$ cat src/design/assert_macros.svh
`ifndef ASSERT_MACROS_SVH
`define ASSERT_MACROS_SVH

// Checked at every rising edge outside reset.
`define LFM_ASSERT(lbl, prop, msg) \
  lbl: assert property (@(posedge clk_i) disable iff (!rst_ni) prop) else $error(msg);

// Checked at every rising edge, reset included.
`define LFM_ASSERT_RST(lbl, prop, msg) \
  lbl: assert property (@(posedge clk_i) prop) else $error(msg);

`endif

$ cat src/design/lfm_pkg.sv
package lfm_pkg;

  localparam int CH_W      = 6;
  localparam int MV_W      = 12;
  localparam int GAIN_W    = 16;
  localparam int FBIT_W    = 5;
  localparam int CODE_W    = 8;
  localparam int TICK_W    = 16;
  localparam int VAL_W     = 16;
  localparam int WORD_W    = 32;
  localparam int CFG_IDX_W = 2;
  localparam int CFG_W     = 16;
  localparam int PROD_W    = MV_W + GAIN_W;

  localparam logic [CFG_W-1:0] RANGE_LOW_RST  = 16'd0;
  localparam logic [CFG_W-1:0] RANGE_HIGH_RST = 16'hFFFF;
  localparam logic [CFG_W-1:0] HOLD_TICKS_RST = 16'd300;

  typedef enum logic {
    OP_SAMPLE = 1'b0,
    OP_LOAD   = 1'b1
  } op_e;

  typedef enum logic [CFG_IDX_W-1:0] {
    CFG_RANGE_LOW  = 2'd0,
    CFG_RANGE_HIGH = 2'd1,
    CFG_HOLD_TICKS = 2'd2
  } cfg_idx_e;

  typedef struct packed {
    logic [GAIN_W-1:0] gain;
    logic [FBIT_W-1:0] fbit;
    logic [CODE_W-1:0] code;
  } entry_t;

  typedef struct packed {
    logic [CFG_W-1:0] range_low;
    logic [CFG_W-1:0] range_high;
    logic [CFG_W-1:0] hold_ticks;
  } cfg_t;

  typedef struct packed {
    logic              sample;
    logic [PROD_W-1:0] prod;
    logic [TICK_W-1:0] timer;
    logic [TICK_W-1:0] now;
    logic [FBIT_W-1:0] fbit;
    logic [CODE_W-1:0] code;
    cfg_t              cfg;
    logic [WORD_W-1:0] sticky;
    logic [CODE_W-1:0] rcode;
    logic [VAL_W-1:0]  rval;
  } chk_req_t;

  typedef struct packed {
    logic [VAL_W-1:0]  scaled;
    logic              fault_now;
    logic              tmr_we;
    logic [TICK_W-1:0] timer_next;
    logic [WORD_W-1:0] sticky;
    logic [CODE_W-1:0] rcode;
    logic [VAL_W-1:0]  rval;
  } chk_rsp_t;

endpackage

$ cat src/design/lfm_in_if.sv
interface lfm_in_if;
  import lfm_pkg::*;

  logic              valid;
  logic              ready;
  op_e               opcode;
  logic [CH_W-1:0]   channel;
  logic [MV_W-1:0]   millivolts;
  logic [TICK_W-1:0] now_tick;
  logic [GAIN_W-1:0] gain;
  logic [FBIT_W-1:0] fault_bit;
  logic [CODE_W-1:0] error_code;

  modport source (
    output valid, opcode, channel, millivolts, now_tick, gain, fault_bit, error_code,
    input  ready
  );

  modport sink (
    input  valid, opcode, channel, millivolts, now_tick, gain, fault_bit, error_code,
    output ready
  );

endinterface

$ cat src/design/lfm_out_if.sv
interface lfm_out_if;
  import lfm_pkg::*;

  logic              valid;
  logic              ready;
  logic [VAL_W-1:0]  scaled_value;
  logic              fault_now;
  logic [WORD_W-1:0] fault_word;
  logic [CODE_W-1:0] last_error_code;
  logic [VAL_W-1:0]  last_error_value;

  modport source (
    output valid, scaled_value, fault_now, fault_word, last_error_code, last_error_value,
    input  ready
  );

  modport sink (
    input  valid, scaled_value, fault_now, fault_word, last_error_code, last_error_value,
    output ready
  );

endinterface

$ cat src/design/lfm_ram.sv
module lfm_ram #(
  parameter int WIDTH = 16,
  parameter int DEPTH = 64,
  parameter int AW    = (DEPTH > 1) ? $clog2(DEPTH) : 1
) (
  input  logic             clk_i,
  input  logic             we_i,
  input  logic [AW-1:0]    waddr_i,
  input  logic [WIDTH-1:0] wdata_i,
  input  logic             re_i,
  input  logic [AW-1:0]    raddr_i,
  output logic [WIDTH-1:0] rdata_o
);

  logic [WIDTH-1:0] mem_q [DEPTH];
  logic [WIDTH-1:0] rdata_q;

  always_ff @(posedge clk_i) begin
    if (we_i) begin
      mem_q[waddr_i] <= wdata_i;
    end
    if (re_i) begin
      rdata_q <= mem_q[raddr_i];
    end
  end

  assign rdata_o = rdata_q;

endmodule

$ cat src/design/lfm_check.sv
module lfm_check #(
  parameter int GAIN_FRACTION_BITS = 10
) (
  input  lfm_pkg::chk_req_t req_i,
  output lfm_pkg::chk_rsp_t rsp_o
);
  import lfm_pkg::*;

  logic [PROD_W-1:0] quot;
  logic [VAL_W-1:0]  val;
  logic              out_of_range;
  logic [TICK_W-1:0] elapsed;

  always_comb begin
    quot         = req_i.prod >> GAIN_FRACTION_BITS;
    val          = (|quot[PROD_W-1:VAL_W]) ? {VAL_W{1'b1}} : quot[VAL_W-1:0];
    out_of_range = (val > req_i.cfg.range_high) || (val < req_i.cfg.range_low);
    elapsed      = req_i.now - req_i.timer;

    rsp_o            = '0;
    rsp_o.sticky     = req_i.sticky;
    rsp_o.rcode      = req_i.rcode;
    rsp_o.rval       = req_i.rval;
    if (req_i.sample) begin
      rsp_o.scaled = val;
      rsp_o.tmr_we = 1'b1;
      if (out_of_range) begin
        if (req_i.timer == '0) begin
          rsp_o.timer_next = req_i.now;
        end else begin
          rsp_o.timer_next = req_i.timer;
          if (elapsed > req_i.cfg.hold_ticks) begin
            rsp_o.sticky    = req_i.sticky | (WORD_W'(1) << req_i.fbit);
            rsp_o.rcode     = req_i.code;
            rsp_o.rval      = val;
            rsp_o.fault_now = 1'b1;
          end
        end
      end else begin
        rsp_o.timer_next = '0;
      end
    end
  end

endmodule

$ cat src/design/multichannel_limit_fault_monitor.sv
// Pipeline: a request passes the first-stage, second-stage and output registers.
// Throughput: one request per cycle unless the output stalls; each channel
// memory takes one read and one write per cycle; timer updates to the same
// channel are forwarded. Reset: asynchronous; clears the pipeline, the fault word,
// the recorded code and value and the timer valid bits, and loads the register
// defaults. The channel table holds nothing until loaded and is not swept.
`include "assert_macros.svh"

module multichannel_limit_fault_monitor #(
  parameter int CHANNELS           = 64,
  parameter int GAIN_FRACTION_BITS = 10
) (
  input  logic                          clk_i,
  input  logic                          rst_ni,
  lfm_in_if.sink                        in_i,
  lfm_out_if.source                     out_o,
  input  logic                          cfg_we_i,
  input  logic [lfm_pkg::CFG_IDX_W-1:0] cfg_idx_i,
  input  logic [lfm_pkg::CFG_W-1:0]     cfg_data_i
);
  import lfm_pkg::*;

  localparam int AW    = (CHANNELS > 1) ? $clog2(CHANNELS) : 1;
  localparam int CHK_W = 9;

  cfg_t cfg_q;

  logic out_free, s2_can, s1_can, s2_go, s1_go, in_acc;
  logic ch_ok_in;
  logic [AW-1:0] in_addr;

  logic s1_v_q, s1_byp_q;
  logic s1_sample_q, s1_tvld_q;
  logic [AW-1:0] s1_addr_q;
  logic [MV_W-1:0] s1_mv_q;
  logic [TICK_W-1:0] s1_now_q, s1_bypd_q, s1_timer;
  logic [PROD_W-1:0] s1_prod;

  logic s2_v_q, s2_sample_q;
  logic [AW-1:0] s2_addr_q;
  logic [PROD_W-1:0] s2_prod_q;
  logic [TICK_W-1:0] s2_now_q, s2_timer_q;
  logic [FBIT_W-1:0] s2_fbit_q;
  logic [CODE_W-1:0] s2_code_q;

  logic [CHANNELS-1:0] tvld_q;
  logic [WORD_W-1:0] sticky_q;
  logic [CODE_W-1:0] rcode_q;
  logic [VAL_W-1:0] rval_q;

  logic out_v_q;
  logic [VAL_W-1:0] o_scaled_q, o_value_q;
  logic o_fault_q;
  logic [WORD_W-1:0] o_word_q;
  logic [CODE_W-1:0] o_code_q;

  entry_t tbl_wdata, tbl_rdata;
  logic [TICK_W-1:0] tmr_rdata;
  logic tmr_we;
  chk_req_t chk_req;
  chk_rsp_t chk_rsp;

  always_ff @(posedge clk_i or negedge rst_ni) begin
    if (!rst_ni) begin
      cfg_q.range_low  <= RANGE_LOW_RST;
      cfg_q.range_high <= RANGE_HIGH_RST;
      cfg_q.hold_ticks <= HOLD_TICKS_RST;
    end else if (cfg_we_i) begin
      unique case (cfg_idx_e'(cfg_idx_i))
        CFG_RANGE_LOW:  cfg_q.range_low  <= cfg_data_i;
        CFG_RANGE_HIGH: cfg_q.range_high <= cfg_data_i;
        CFG_HOLD_TICKS: cfg_q.hold_ticks <= cfg_data_i;
        default: ;
      endcase
    end
  end

  assign out_free   = !out_v_q || out_o.ready;
  assign s2_go      = s2_v_q && out_free;
  assign s2_can     = !s2_v_q || out_free;
  assign s1_go      = s1_v_q && s2_can;
  assign s1_can     = !s1_v_q || s2_can;
  assign in_i.ready = s1_can;
  assign in_acc     = in_i.valid && s1_can;

  assign ch_ok_in = CHK_W'(in_i.channel) < CHK_W'(CHANNELS);
  assign in_addr  = AW'(in_i.channel);

  assign tbl_wdata.gain = in_i.gain;
  assign tbl_wdata.fbit = in_i.fault_bit;
  assign tbl_wdata.code = in_i.error_code;

  lfm_ram #(
    .WIDTH ($bits(entry_t)),
    .DEPTH (CHANNELS),
    .AW    (AW)
  ) u_tbl_ram (
    .clk_i   (clk_i),
    .we_i    (in_acc && (in_i.opcode == OP_LOAD) && ch_ok_in),
    .waddr_i (in_addr),
    .wdata_i (tbl_wdata),
    .re_i    (in_acc),
    .raddr_i (in_addr),
    .rdata_o (tbl_rdata)
  );

  assign tmr_we = s2_go && chk_rsp.tmr_we;

  lfm_ram #(
    .WIDTH (TICK_W),
    .DEPTH (CHANNELS),
    .AW    (AW)
  ) u_tmr_ram (
    .clk_i   (clk_i),
    .we_i    (tmr_we),
    .waddr_i (s2_addr_q),
    .wdata_i (chk_rsp.timer_next),
    .re_i    (in_acc),
    .raddr_i (in_addr),
    .rdata_o (tmr_rdata)
  );

  always_ff @(posedge clk_i or negedge rst_ni) begin
    if (!rst_ni) begin
      s1_v_q   <= 1'b0;
      s1_byp_q <= 1'b0;
      s2_v_q   <= 1'b0;
      out_v_q  <= 1'b0;
      tvld_q   <= '0;
      sticky_q <= '0;
      rcode_q  <= '0;
      rval_q   <= '0;
    end else begin
      if (s1_can) begin
        s1_v_q   <= in_i.valid;
        s1_byp_q <= in_i.valid && tmr_we && (s2_addr_q == in_addr);
      end
      if (s2_can) begin
        s2_v_q <= s1_v_q;
      end
      if (out_free) begin
        out_v_q <= s2_v_q;
      end
      if (tmr_we) begin
        tvld_q[s2_addr_q] <= 1'b1;
      end
      if (s2_go) begin
        sticky_q <= chk_rsp.sticky;
        rcode_q  <= chk_rsp.rcode;
        rval_q   <= chk_rsp.rval;
      end
    end
  end

  always_ff @(posedge clk_i) begin
    if (in_acc) begin
      s1_sample_q <= (in_i.opcode == OP_SAMPLE) && ch_ok_in;
      s1_addr_q   <= in_addr;
      s1_mv_q     <= in_i.millivolts;
      s1_now_q    <= in_i.now_tick;
      s1_tvld_q   <= tvld_q[in_addr];
      s1_bypd_q   <= chk_rsp.timer_next;
    end
  end

  assign s1_timer = s1_byp_q ? s1_bypd_q : (s1_tvld_q ? tmr_rdata : '0);
  assign s1_prod  = PROD_W'(s1_mv_q) * PROD_W'(tbl_rdata.gain);

  always_ff @(posedge clk_i) begin
    if (s1_go) begin
      s2_sample_q <= s1_sample_q;
      s2_addr_q   <= s1_addr_q;
      s2_prod_q   <= s1_prod;
      s2_now_q    <= s1_now_q;
      s2_fbit_q   <= tbl_rdata.fbit;
      s2_code_q   <= tbl_rdata.code;
      s2_timer_q  <= (tmr_we && (s2_addr_q == s1_addr_q)) ? chk_rsp.timer_next : s1_timer;
    end
  end

  always_comb begin
    chk_req.sample = s2_sample_q;
    chk_req.prod   = s2_prod_q;
    chk_req.timer  = s2_timer_q;
    chk_req.now    = s2_now_q;
    chk_req.fbit   = s2_fbit_q;
    chk_req.code   = s2_code_q;
    chk_req.cfg    = cfg_q;
    chk_req.sticky = sticky_q;
    chk_req.rcode  = rcode_q;
    chk_req.rval   = rval_q;
  end

  lfm_check #(
    .GAIN_FRACTION_BITS (GAIN_FRACTION_BITS)
  ) u_check (
    .req_i (chk_req),
    .rsp_o (chk_rsp)
  );

  always_ff @(posedge clk_i) begin
    if (s2_go) begin
      o_scaled_q <= chk_rsp.scaled;
      o_fault_q  <= chk_rsp.fault_now;
      o_word_q   <= chk_rsp.sticky;
      o_code_q   <= chk_rsp.rcode;
      o_value_q  <= chk_rsp.rval;
    end
  end

  assign out_o.valid            = out_v_q;
  assign out_o.scaled_value     = o_scaled_q;
  assign out_o.fault_now        = o_fault_q;
  assign out_o.fault_word       = o_word_q;
  assign out_o.last_error_code  = o_code_q;
  assign out_o.last_error_value = o_value_q;

  `LFM_ASSERT(a_fault_sets_word, out_o.valid && out_o.fault_now |-> out_o.fault_word != '0, "fault reported with an empty fault word")
  `LFM_ASSERT(a_sticky_keeps, 1'b1 |=> ((sticky_q & $past(sticky_q)) == $past(sticky_q)), "fault word lost a bit")
  `LFM_ASSERT(a_bypass_live, s1_byp_q |-> s1_v_q, "timer bypass held without a request in the first stage")
  `LFM_ASSERT_RST(a_reset_idle, !rst_ni |-> !out_o.valid, "result valid during reset")

endmodule

$ cat src/flat_wrapper.sv
// flat-port wrapper written by rule: the top's interface ports become plain ports
module multichannel_limit_fault_monitor_flat import lfm_pkg::*;
#(
  parameter int CHANNELS           = 64,
  parameter int GAIN_FRACTION_BITS = 10
)
  (clk_i, rst_ni, cfg_we_i, cfg_idx_i, cfg_data_i, in_i_valid, in_i_opcode, in_i_channel, in_i_millivolts, in_i_now_tick, in_i_gain, in_i_fault_bit, in_i_error_code, in_i_ready, out_o_valid, out_o_scaled_value, out_o_fault_now, out_o_fault_word, out_o_last_error_code, out_o_last_error_value, out_o_ready);
  lfm_in_if in_i_i ();
  lfm_out_if out_o_i ();
  input  logic clk_i;
  input  logic rst_ni;
  input  logic cfg_we_i;
  input  logic [lfm_pkg::CFG_IDX_W-1:0] cfg_idx_i;
  input  logic [lfm_pkg::CFG_W-1:0] cfg_data_i;
  input wire logic [$bits(in_i_i.valid)-1:0] in_i_valid;
  input wire logic [$bits(in_i_i.opcode)-1:0] in_i_opcode;
  input wire logic [$bits(in_i_i.channel)-1:0] in_i_channel;
  input wire logic [$bits(in_i_i.millivolts)-1:0] in_i_millivolts;
  input wire logic [$bits(in_i_i.now_tick)-1:0] in_i_now_tick;
  input wire logic [$bits(in_i_i.gain)-1:0] in_i_gain;
  input wire logic [$bits(in_i_i.fault_bit)-1:0] in_i_fault_bit;
  input wire logic [$bits(in_i_i.error_code)-1:0] in_i_error_code;
  output wire logic [$bits(in_i_i.ready)-1:0] in_i_ready;
  output wire logic [$bits(out_o_i.valid)-1:0] out_o_valid;
  output wire logic [$bits(out_o_i.scaled_value)-1:0] out_o_scaled_value;
  output wire logic [$bits(out_o_i.fault_now)-1:0] out_o_fault_now;
  output wire logic [$bits(out_o_i.fault_word)-1:0] out_o_fault_word;
  output wire logic [$bits(out_o_i.last_error_code)-1:0] out_o_last_error_code;
  output wire logic [$bits(out_o_i.last_error_value)-1:0] out_o_last_error_value;
  input wire logic [$bits(out_o_i.ready)-1:0] out_o_ready;
  assign in_i_i.valid = in_i_valid;
  assign in_i_i.opcode = in_i_opcode;
  assign in_i_i.channel = in_i_channel;
  assign in_i_i.millivolts = in_i_millivolts;
  assign in_i_i.now_tick = in_i_now_tick;
  assign in_i_i.gain = in_i_gain;
  assign in_i_i.fault_bit = in_i_fault_bit;
  assign in_i_i.error_code = in_i_error_code;
  assign in_i_ready = in_i_i.ready;
  assign out_o_valid = out_o_i.valid;
  assign out_o_scaled_value = out_o_i.scaled_value;
  assign out_o_fault_now = out_o_i.fault_now;
  assign out_o_fault_word = out_o_i.fault_word;
  assign out_o_last_error_code = out_o_i.last_error_code;
  assign out_o_last_error_value = out_o_i.last_error_value;
  assign out_o_i.ready = out_o_ready;
  multichannel_limit_fault_monitor #(.CHANNELS(CHANNELS), .GAIN_FRACTION_BITS(GAIN_FRACTION_BITS)) u_core (.clk_i(clk_i), .rst_ni(rst_ni), .in_i(in_i_i), .out_o(out_o_i), .cfg_we_i(cfg_we_i), .cfg_idx_i(cfg_idx_i), .cfg_data_i(cfg_data_i));
endmodule
$ cat config.mk
export PLATFORM = sky130hd
export DESIGN_NAME = multichannel_limit_fault_monitor_flat
export DESIGN_NICKNAME = d
export VERILOG_FILES = /design/src/design/lfm_pkg.sv /design/src/design/lfm_in_if.sv /design/src/design/lfm_out_if.sv /design/src/design/lfm_ram.sv /design/src/design/lfm_check.sv /design/src/design/multichannel_limit_fault_monitor.sv /design/src/flat_wrapper.sv
export VERILOG_INCLUDE_DIRS = /design/src /design/src/design
export SDC_FILE = /design/constraint.sdc
export NUM_CORES = 2
export LEC_CHECK = 0
export BUFFER_PORTS_ARGS = -buffer_cell sky130_fd_sc_hd__buf_2
export CORE_UTILIZATION = 56
export CTS_CLUSTER_DIAMETER = 200
export DETAILED_ROUTE_END_ITERATION = 6
export PLACE_DENSITY = 0.71
export SETUP_SLACK_MARGIN = 0.5
export SLEW_MARGIN = 20
export SYNTH_ARGS = -nofsm -noshare
export SYNTH_HDL_FRONTEND = slang
export SYNTH_SLANG_ARGS = --single-unit
$ cat constraint.sdc
create_clock -name clk_i -period 5.1 [get_ports clk_i]
set_input_delay 1.02 -clock clk_i [delete_from_list [all_inputs] [get_ports clk_i]]
set_output_delay 1.02 -clock clk_i [all_outputs]
set_load 0.01 [all_outputs]
# Word-level counts from Yosys, hierarchy flattened
# Memory sizes are Yosys's and may differ from the RTL's. A register that Yosys moved wholly into a read port is not among the register bits.
# Index checks and enable logic that the tools add are counted.
# W data, S select, Z words.
# totals
regBits	377
ram_bits	2880
memories	2
# mem_list
name	depth	word_bits	read_ports	rd_ports_with_merged_regs	wr	line	rtl
u_core.u_tbl_ram.mem_q	64	29	1	1	1	lfm_ram.sv:15	logic [WIDTH-1:0] mem_q [DEPTH];
u_core.u_tmr_ram.mem_q	64	16	1	1	1	lfm_ram.sv:15	
# op_classes
addsub	1
mul	1
magnitude_cmp	6
n_eq_ne	4
shift	1
n_mux	19
bitwise	5
reduce_logical	23
# ops
cell	n
$mux W56	3
$mux W16	6
$mux W73	1
$or A64 B64 Y64	1
$gt A16 B16 Y1	2
$or A32 B32 Y32	1
$shl A1 B5 Y32 const A	1
$mul A12 B16 Y28	1
$logic_not A16 Y1	1
$lt A16 B16 Y1	1
$sub A16 B16 Y16	1
$lt A6 B7 Y1 const B	2
$eq A6 B6 Y1	2
$logic_and A1 B1 Y1	9
$mux W1	7
$bmux W1 S6	1
$demux W1 S6	1
$ge A6 B1 Y1 const B	1
$reduce_and A2 Y1	3
$logic_or A1 B1 Y1	4
$logic_not A1 Y1	3
$not A1 Y1	3
$reduce_or A3 Y1	1
$eq A2 B1 Y1 const B	1
other kinds (3)	3

# Longest topological paths before layout
# logic_depth
depth_word	9
mapped_depth	23
mapped_depth_nobuf	21

# By module
# A second synthesis with hierarchy kept.
# hier_totals
cells_unflattened	7130
hier_area_um2	135936.6
# by_module_without_submodules
mod	n_inst	cells_per_inst	area_per_inst_um2
lfm_ram (u_core.u_tbl_ram)	1	3407	72908.7
lfm_ram (u_core.u_tmr_ram)	1	1829	40202.3
multichannel_limit_fault_monitor	1	1451	19662.6
lfm_check	1	443	3163.0

# Least setup slack after synthesis
# No wires, ideal clock.
# synth_path
kind	reg2reg
start	register u_core.s1_mv_q[3]
end	register u_core.s2_prod_q[27] (data pin)
setup_time_ps	260
arrival_time_ps	5282
required_ps	4840
slack_ps	-442
stages_incl_launch_ff	20
path_buffers	1
synth_period_minus_slack_ps	5542
path_cell_list	edfxtp_1 > clkbuf_1 > nand2_1 > fa_1 > fa_1 > fa_1 > inv_1 > fa_1 > inv_1 > fa_1 > inv_1 > ha_1 > or3_1 > nor3b_1 > a22oi_1 > nand2_1 > o41ai_1 > o2111ai_1 > a21oi_1 > xnor2_1
# synth_via
elab_chain_len	1
# synth_rtl
item	line	rtl
start, declared	multichannel_limit_fault_monitor.sv:35	logic [MV_W-1:0] s1_mv_q;
start signal, assigned	multichannel_limit_fault_monitor.sv:159	s1_mv_q <= in_i.millivolts;
$mul A12 B16 Y28	multichannel_limit_fault_monitor.sv:167	assign s1_prod = PROD_W'(s1_mv_q) * PROD_W'(tbl_rdata.gain);
named net u_core.s1_prod[27]	multichannel_limit_fault_monitor.sv:37	logic [PROD_W-1:0] s1_prod;
end signal, assigned	multichannel_limit_fault_monitor.sv:173	s2_prod_q <= s1_prod;
end, declared	multichannel_limit_fault_monitor.sv:41	logic [PROD_W-1:0] s2_prod_q;
# The timed path passes the listed nets, and every way through them passes these cells.
# A chain may end at the register's enable or synchronous reset.

# Final worst setup path
# layout_path
start	register u_core.s1_mv_q[8]
end	register u_core.s2_prod_q[25] (data pin)
# The elaborated chain is that of the path after synthesis.

==> results.yml <==
setup_path:
  path_cells: "buf_6 > and2_4 > fa_1 > inv_1 > fa_1 > inv_1 > fa_1 > fa_1 > inv_1 > fa_1 > inv_2 > ha_4 > or3_4 > nor3b_2 > a22oi_2 > nand2_2 > o41ai_4 > o21bai_1 > a21oi_2 > xnor2_1"
  crit_family: "adder cells"
  cp_max_fo: 3
  crit_top_cell: "fa_1"
  crit_path_max_incr_delay_ns: 0.54
  arrival_ns: 6.05
  start_kind: "flip-flop"
  worstPathRequired_ns: 5.80
  setup.worst_path.class: "reg2reg"
  critPathBufInv: 5
  cp-end-kind: "flip-flop"
  cp_slowest_cell: "fa_1"
  r2r_slack_ns: -0.25
sta:
  worstMarginPinSlew_ns: 1.17
  rsz0062_at_grt: "yes"
  period_minus_slack_ns: 5.35
  period_share_pct: 105
  holdWs_ns: 0.0831
  fin_worst_skew_ns: 0.0657
  max_freq_mhz: 187
  setup_slack_ns: -0.249
  slew_headroom_pct: 22.1
  hold_violations: 0
  slew_viol_final: 0
  fin_tns_setup_ns: -1.34
  setup_viol: 10
logic_synthesis:
  synth_area_sq_um: 126000
  synth_top_cell_by_area: "edfxtp_1"
  synth_flop_cell: "edfxtp_1"
  ys_async_sr_fraction_pct: 5.22
  yosysWarnings: 0
  synth.distinct_cells: 61
  synth_edf_count: 3120
  synth_top_area_share_pct: 74.3
  seq_area_frac_synth_pct: 77.7
  synthTopCellsByArea: "edfxtp_1 (74%), a22oi_1 (5.5%), dfrtp_1 (3.0%)"
  synthesis.nets: 7628
  syn_area_per_cell_sq_um: 17.3
  ys_ff_latch: 3292
  syn_inst: 7277
floorplan:
  start_util_pct: 56.6
  die_y_um: 477
  io_pins: 162
  die_area_sq_um: 227000
  rows: 173
  core_area_sq_um: 223000
  die_x_um: 477
detailed_routing:
  vias: 75900
  first_pass_iters: 7
  drc_errors: 1
  drt-initial-drc-count: 12300
  via_per_inst: 6.81
  avgRoutedWirePerCell_um: 32.6
  final_antenna_net_count: 0
  routed_wl_um: 363000
run_status:
  status: "finished with violations"
  violations: "DRC, setup timing"
placed_design:
  dp_hpwl_um: 215000
  dpl_cell_area_sq_um: 135000
  pre_cts_ws_ns: -0.317
  routabilityCongestion: 0.878
  portBuffers: 161
run:
  drv_cap: 0
power:
  p_int_uw: 50600
  vdd_ir_drop_max_mv: 0.730
  power_density_nw_per_um2: 463
  pwr-share-clk_pct: 35.3
  swShare_pct: 25.3
  pwr-share-seq_pct: 46.8
  power_leakage_uw: 0.0494
  p_comb_share_pct: 17.8
  power.switching_uw: 17200
finish:
  final_area_sq_um: 146000
  fin_util_pct: 65.7
  nNetsFinal: 8266
  layout-drive-gt1-share_pct: 19.1
  syn2layout_area_growth_pct: 16.1
  final_cell_mix: "edfxtp_1 (3120), a22oi_1 (923), buf_4 (486), clkbuf_16 (338), a31oi_1 (284)"
  layout_commonest_cell: "edfxtp_1"
grt:
  grt_pass1_vias: 73200
  antenna_found_initial: 24
  overflow: 0
  grt_max_degree: 112
  grt.total_usage_pct: 31.4
  grt_pass1_wl_um: 516000
clocking:
  clkLatencyLatePin_ns: 0.98
  clock-root-buffer: "clkbuf_16"
  clock_sink_count: 3292
  cts_tree: "built"
  clockBufferDepth: 4
  path_clk_slew_ns: 0.06
  htree_num_levels: 5
  numCtsBuffers: 332
min_path:
  min_path_type: "in2async"
## sequential cells by signal, indices dropped and copies added (netlist names), 18 cells and up
| register | count |
|---|---|
| u_core.tvld_q | 64 |
| u_core.sticky_q | 32 |
| u_core.s2_prod_q | 18 |
| u_core.u_tbl_ram.mem_q | 1856 |
| u_core.u_tmr_ram.mem_q | 1024 |
| u_core.out_o.fault_word | 32 |
| u_core.cfg_q | 48 |
| u_core.u_tbl_ram.rdata_o | 29 |
## stage by stage
step	std cells	total power, uW
floorplan	7277	38300
global placement	10500	42300
detailed placement	10500	42600
CTS	11100	67100
global route	11100	70000
finish	11100	67800
## final cells by class
type	count	area, sq um
diodes	14	35.0
clock buffers	422	8930
inverters	250	942
flip-flops and latches	3292	98000
well taps	2975	3720
clock inverters	155	1640
multi-input cells	3296	26700
fillers	14400	76500
repair buffers	743	6440
## layer usage
metal	part of all wire [%]	up-vias	global-route usage, %
li1	-	30800	-
met1	37	38400	44.6
met2	46	5870	47.8
met3	14	749	8.22
met4	3.3	14	9.76
met5	0.024	-	0
## cell usage after synthesis (4+ instances only)
cell type  number
buf_2          12
buf_6           5
o211ai_1        7
or3_1          20
xnor2_1        30
dfstp_2        20
inv_1         249
nor3b_1         7
edfxtp_1     3120
a22o_1        282
and3_1          6
nand3b_1        7
nand2_1       200
nor2b_1        11
nand2b_1       11
fa_1          140
ha_1          124
or2_2          68
a31oi_1       286
clkbuf_1      339
a21oi_1       134
dfrtp_1       152
nand3_1        57
o21a_1         21
mux2_2         62
xor2_1         15
nor4_1         58
o21ai_0        27
buf_4           4
nand4_1       101
a21o_1         82
a221oi_1      282
and2_1         81
nor2_1        183
nor3_1         16
a22oi_1       924
mux2_4         17
buf_1          80
## power by group through the flow
stage                     sequential, uW  clock [uW]  combinational (uW)
final                              31700       24000               12100
after global routing               31800       25100               13100
after CTS                          31700       24000               11300
after detailed placement           32300           0               10300
after global placement             32300           0               10100
after floorplan                    32200           0                6060
## final timing paths
check,from,to,cells after the start
worst max-delay path,u_core.s1_mv_q[8],u_core.s2_prod_q[25],20
worst min-delay path,rst_ni,u_core.cfg_q[40],1
worst max register to register,u_core.s1_mv_q[8],u_core.s2_prod_q[25],20
worst min register to register,u_core.s1_now_q[3],u_core.s2_now_q[3],0
max in group asynchronous,rst_ni,u_core.tvld_q[40],2
min in group clk_i,in_i_millivolts[0],u_core.s1_mv_q[0],1
## cell families (layout without fill, tap and decap cells)
| group | Yosys count | in the layout | share of synthesized area [%] |
|---|---|---|---|
| muxes | 80 | 80 | 0.765 |
| other | 0 | 14 | 0 |
| xor gates and xnor gates | 45 | 45 | 0.312 |
| DFF | 3292 | 3292 | 77.7 |
| adders and majority gates | 264 | 264 | 3.45 |
| buffers and inverters | 690 | 1570 | 2.11 |
| AOI/OAI and AO/OA | 2065 | 2066 | 12.3 |
| and+or+nand+nor | 841 | 841 | 3.40 |
## what timing repair did
action | 4_1_cts | 5_1_grt
pin swaps | 37 | 44
gates resized for setup | 77 | 65
endpoints found under the hold margin | 0 | 0
hold buffers | 0 | 0
cloned | 3 | 1
setup endpoints to repair | 129 | 157
buffers inserted | 40 | 24
Power figures use the tool's default switching activity.
